File: src/hw/rtl/lztd_pkg.sv
// Shared types and constants for the LZ77 token decompressor.
// Request and result payload structs, status codes, controller/datapath links.
// No dependencies.
`default_nettype none
package lztd_pkg;

  localparam int unsigned CountW = 24;

  localparam logic [2:0] ST_OK       = 3'd0;
  localparam logic [2:0] ST_OVERFLOW = 3'd1;
  localparam logic [2:0] ST_BADREF   = 3'd2;
  localparam logic [2:0] ST_TRUNC    = 3'd3;
  localparam logic [2:0] ST_BUSY     = 3'd4;

  typedef struct packed {
    logic       func;
    logic [7:0] in_byte;
    logic       in_last;
  } in_req_t;

  typedef struct packed {
    logic [7:0]        out_byte;
    logic              has_data;
    logic              burst_end;
    logic [2:0]        status;
    logic              block_done;
    logic [CountW-1:0] total_length;
  } out_res_t;

  typedef struct packed {
    logic byte_go;
    logic pull_go;
    logic rd;
    logic wr;
  } cmd_t;

  typedef struct packed {
    logic copy_pending;
    logic burst_last;
    logic out_free;
  } stat_t;

endpackage
`default_nettype wire

File: src/hw/rtl/lztd_ctrl.sv
// Controller: request acceptance and the two-step copy sequence.
// Depends on lztd_pkg.
`default_nettype none
module lztd_ctrl (
  input  wire logic            clk_i,
  input  wire logic            rst_ni,
  input  wire logic            in_valid_i,
  input  wire logic            in_func_i,
  output logic                 in_ready_o,
  input  wire lztd_pkg::stat_t stat_i,
  output lztd_pkg::cmd_t       cmd_o
);
  import lztd_pkg::*;

  localparam logic [1:0] S_IDLE = 2'd0;
  localparam logic [1:0] S_RD   = 2'd1;
  localparam logic [1:0] S_WR   = 2'd2;

  logic [1:0] state_q, state_d;
  logic       take;

  assign in_ready_o    = (state_q == S_IDLE) && stat_i.out_free;
  assign take          = in_valid_i && in_ready_o;
  assign cmd_o.byte_go = take && !in_func_i;
  assign cmd_o.pull_go = take && in_func_i && stat_i.copy_pending;
  assign cmd_o.rd      = (state_q == S_RD);
  assign cmd_o.wr      = (state_q == S_WR) && stat_i.out_free;

  always_comb begin
    state_d = state_q;
    case (state_q)
      S_IDLE: begin
        if (cmd_o.pull_go) begin
          state_d = S_RD;
        end
      end
      S_RD: begin
        state_d = S_WR;
      end
      S_WR: begin
        if (stat_i.out_free) begin
          state_d = stat_i.burst_last ? S_IDLE : S_RD;
        end
      end
      default: begin
        state_d = S_IDLE;
      end
    endcase
  end

  always_ff @(posedge clk_i or negedge rst_ni) begin
    if (!rst_ni) begin
      state_q <= S_IDLE;
    end else begin
      state_q <= state_d;
    end
  end

endmodule
`default_nettype wire

File: config.mk
export PLATFORM = sky130hd
export DESIGN_NAME = lztd_ctrl
export DESIGN_NICKNAME = d
export VERILOG_FILES = /design/src/hw/rtl/lztd_pkg.sv /design/src/hw/rtl/lztd_ctrl.sv
export SDC_FILE = /design/constraint.sdc
export NUM_CORES = 1
export LEC_CHECK = 0
export ABC_AREA = 0
export BUFFER_PORTS_ARGS = -buffer_cell sky130_fd_sc_hd__buf_4
export CORE_AREA = 2 2 39 41
export DETAILED_ROUTE_END_ITERATION = 10
export DIE_AREA = 0 0 41 43
export GPL_TIMING_DRIVEN = 0
export PLACE_DENSITY_LB_ADDON = 0.2
export SLEW_MARGIN = 25
export SYNTH_ARGS = -nofsm -noshare
export SYNTH_HDL_FRONTEND = slang
export SYNTH_SLANG_ARGS = --single-unit
File: constraint.sdc
create_clock -name clk_i -period 1 [get_ports clk_i]
set_input_delay 0.2 -clock clk_i [delete_from_list [all_inputs] [get_ports clk_i]]
set_output_delay 0.2 -clock clk_i [all_outputs]
set_load 0.005 [all_outputs]
## Word-level counts from Yosys, hierarchy flattened

Index checks and enable logic that the tools add are counted.

| operators by class | value |
|---|---|
| eq/ne operators | 4 |
| multiplexer cells | 4 |
| reductions and logical operators | 9 |

Operators with widths:

| cell | number |
|---|---|
| logical AND 1 bit | 6 |
| one-hot mux 2 bit (3 select lines) | 1 |
| 2-to-1 mux 2 bit | 2 |
| inequality test 2 bit, second input constant | 2 |
| == test 2 x 1 -> 1 bit, second input constant | 1 |
| == test 2 bit, second input constant | 1 |
| logical NOT 2 bit | 1 |
| AND reduction 2 bit | 1 |
| logical NOT 1 bit | 1 |
| 2-to-1 mux 1 bit | 1 |

| storage, ports and cells | value |
|---|---|
| register bits | 2 |

## Longest topological paths before layout

| depth | value |
|---|---|
| word-level depth | 7 |
| mapped depth | 2 |
| mapped depth without buffers | 2 |

## Worst setup path before layout

OpenSTA, ideal clock, no wires.

| timing path | value |
|---|---|
| kind | register to output |
| start point | register state_q[0] |
| end point | output cmd_o[3] in the netlist's numbering |
| arrival time | 0.792 ns |
| data required time | 0.800 ns |
| setup slack | 0.008 ns |
| cell stages (with the launch flop) | 3 |
| path buffers | 0 |
| cell sequence | dfrtp_1 -> nand2b_4 -> nor4b_2 |

RTL lines:

| element | RTL line | text |
|---|---|---|
| start: declaration | lztd_ctrl.sv:19 | `logic [1:0] state_q, state_d;` |
| start signal: assignment | lztd_ctrl.sv:55 | `state_q <= state_d;` |
| end: declaration | lztd_ctrl.sv:11 | `output lztd_pkg::cmd_t cmd_o` |

==> metrics.md <==
| Metric | Value |
|---|---|
| Status | finished with violations |
| Failing checks | negative setup slack |
| Setup ws final | -0.3192 ns |
| Switching power of the nets | 96.99 uW |
| Hold Path Class | primary input to register |
| Min Clock Period, post-route | 1.319 ns |
| WP data required | approximately 0.80 ns |
| Total GRT Usage | under 10% |
| Startpoint types | register |
| I/O pin count | 12 |
| Synthesized area per cell | about 9.8 um^2 |
| Biggest register | state_q |
| HP Start | stat_i[1] |
| Initial Util | 10.58% |
| Largest regs | state_q: 2 flops |
| Crit path cell chain | nand2b_4 > nor4b_2 > buf_4 |
| Antenna diode count | 0 |
| CTS tree | done |
| Cell area after synthesis | 146.4 um^2 |
| Data arrival, critical path | 1.12 ns |
| Final cell count without fillers | 49 |
| Core area | 0.001384 mm^2 |
| Number of buffers created by CTS | 3 |
| Root Buffer | clkbuf_4 |
| Via count | 170 |
| Largest net degree at the start of global routing | 8 |
| CTS max path bufs | 2 |
| Switch share | 24.63% |
| Fin nets | 42 |
| Total wire length | 441 um |
| Layout fillers | 157 |
| Most common cell in the netlist | nor2_1 |
| Die Y | roughly 43 um |
| Antenna viol nets, final | 0 |
| Worst Hold End | state_q[0]$_DFFE_PN0P_ |
| Die Wd | between 40 and 50 um |
| Crit path buffers/inverters | 1 |
| Drc violations | 0 |
| Syn nets | 22 |
| Final hold vios | 0 |
| LEAKAGE | approximately 0.00015 uW |
| CTS Sinks | 2 |
| Pre-CTS setup slack | -0.1326 ns |
| 1st-pass router iterations | 2 |
| Routed WL per cell | around 9 um |
| Sequential share of power | between 20% and 30% |
| First DRT Iteration DRCs | 2 |
| Relative slew slack | slightly above 80% |
| Max Fclk | 758.0 MHz |
| Share of flip-flops with an asynchronous set or reset | 100.0% |
| Worst skew pair latency | 0.22 ns |
| Top cell family by delay on the critical path | flip-flops |
| Share of layout cells above drive strength 1 | between 70% and 80% |
| Synth area leader | dfrtp_1 |
| Reg2Reg Launch Point | state_q[1]$_DFFE_PN0P_ |
| Finish-stage setup viols | 5 |
| DP HPWL | about 320 um |
| Worst-path maximum fanout | 4 |
| Routed vias/inst | 3.469 |
| Global-route wire length before repair | 593 um |
| Largest register FFs | 2 |
| Worst Hold Depth | 3 |
| Netlist cell types | 12 |
| Area Growth Syn to Fin | 112.0% |
| Clock share of power | 45.7% |
| Reg2reg setup slack | 0.04 ns |
| P_int | about 300 uW |
| Placed cells | 42 |
| Worst path max stage delay | approximately 0.38 ns |
| Power density over the cells | roughly 1300 mW/mm^2 |
| Sequential fraction of the synthesis area | ~34% |
| Die Area | roughly 0.0018 mm^2 |
| Skew final | 0.001901 ns |
| Fin Setup TNS | -1.458 ns |
| Max-slew violation count | 0 |
| Critical Setup Path Class | register to output pin |
| Synth cell count leaders | nor2_1 (3), dfrtp_1 (2) |
| Worst r2r path cells | 2 |
| Slew @ Worst Pin | roughly 0.26 ns |
| Ys Warns | 0 |
| Routability cong. | just under 0.6 |
| I/O Buffers | 11 |
| Synth Instances | 15 |
| Initial antenna violation count | 0 |
| Fin crit share | 131.9% |
| Area fraction of the dominant cell type after synthesis | between 30% and 40% |
| CP max stage cell | dfrtp_1 |
| Top post-synthesis cells by area | dfrtp_1 (34%), nor4b_2 (10%), nand2b_4 (9.4%) |
| FP Rows | 14 |
| Vias in the first global route | roughly 190 |
| VDD IR max | around 440 uV |
| Main synth FF type | dfrtp_1 |
| EDFF count, synth | 0 |
| Worst reg2reg path endpoint | state_q[0]$_DFFE_PN0P_ |
| Clk pin slew, worst setup/hold paths | about 0.03 ns |
| Total congestion overflow | 0 |
| CP Capture Type | output pin |
| RSZ-0062 raised after global routing | yes |
| Area occupied by multi-input gates | 90.09 um^2 |
| Part of the power in combinational logic | about 29% |
| Power, Total | approximately 390 uW |
| Htree depth | 1 |
| Seq cells post-synth | 2 |
| FF+latch area | roughly 50 um^2 |
| MaxCap Viol Count | 0 |
power by group through the flow:
stage                     Clock, uW  Sequential (uW)  Combinational (uW)
after floorplan                   0              101                35.8
after global placement            0              102                79.7
after detailed placement          0              104                81.7
after CTS                       192              102                96.7
after global routing            192              102                 126
final                           180              101                 113
how the worst max path moves through the flow:
stage | end | start | depth (start not counted) | slack [ns]
after floorplan | cmd_o[3] | state_q[0]$_DFFE_PN0P_ | 2 | 0.008
after global placement | cmd_o[3] | state_q[0]$_DFFE_PN0P_ | 3 | -0.12
after detailed placement | cmd_o[3] | state_q[0]$_DFFE_PN0P_ | 3 | -0.13
after CTS | cmd_o[3] | state_q[0]$_DFFE_PN0P_ | 3 | -0.33
after global routing | cmd_o[3] | state_q[0]$_DFFE_PN0P_ | 3 | -0.37
final | cmd_o[3] | state_q[0]$_DFFE_PN0P_ | 3 | -0.32
cells in the final DEF (no fill, tap or decap):
| master | instances |
|---|---|
| nand2b_4 | 1 |
| nor2b_2 | 1 |
| clkbuf_4 | 3 |
| dlygate4sd3_1 | 1 |
| buf_4 | 15 |
| o31ai_1 | 1 |
| inv_1 | 1 |
| nor2_1 | 1 |
| nand3_1 | 1 |
| nor2_2 | 2 |
| nand4bb_1 | 1 |
| dfrtp_1 | 1 |
| nor3_1 | 1 |
| dfrtp_2 | 1 |
| nor4b_2 | 1 |
| a21o_1 | 1 |
metrics by stage:
step / util, % / instance area, um^2 / hold WS (ns)
after floorplan: - / 146.4 / -0.09559
after detailed placement: 17.99 / 249.0 / -0.01701
after global placement: 17.99 / 249.0 / -0.01758
after global routing: 22.42 / 310.3 / 0.2905
after CTS: 21.16 / 292.8 / 0.2686
final: 22.42 / 310.3 / 0.2756
cell type report:
class                   count  area share (%)
repair buffers             16           39.52
inverters                   1           1.210
clock buffers               3           7.258
well taps                  16           6.452
multi-input cells          11           29.03
flip-flops and latches      2           16.53
worst reg2reg max path: stages (launching register included):
cell and delay [ns]:
dfrtp_2 0.43, buf_4 0.15, o31ai_1 0.28
kinds of logic (layout without fill, tap and decap cells):
group                  Yosys count  in the layout  share of synthesized area [%]
and+or+nand+nor                  9              9                          47.85
AOI/OAI and AO/OA                2              2                          10.26
DFF                              2              2                          34.19
buffers and inverters            2             20                          7.692
layer usage:
layer  GRT usage, %  share of wire (%)  up-vias
met5              0                  0        -
met4          8.000                  0        0
met3          1.571                 19        0
met2          8.438                 45       12
met1          4.180                 37       70
li1               -                  -       88
timing repair:
item,4_1_cts,5_1_grt
resized for setup,2,1
hold endpoints to repair,2,0
hold buffers,1,0
pin swaps,2,0
setup endpoints to repair,5,5
setup buffers,2,2
Note: power is estimated with default switching activity, not from simulation.
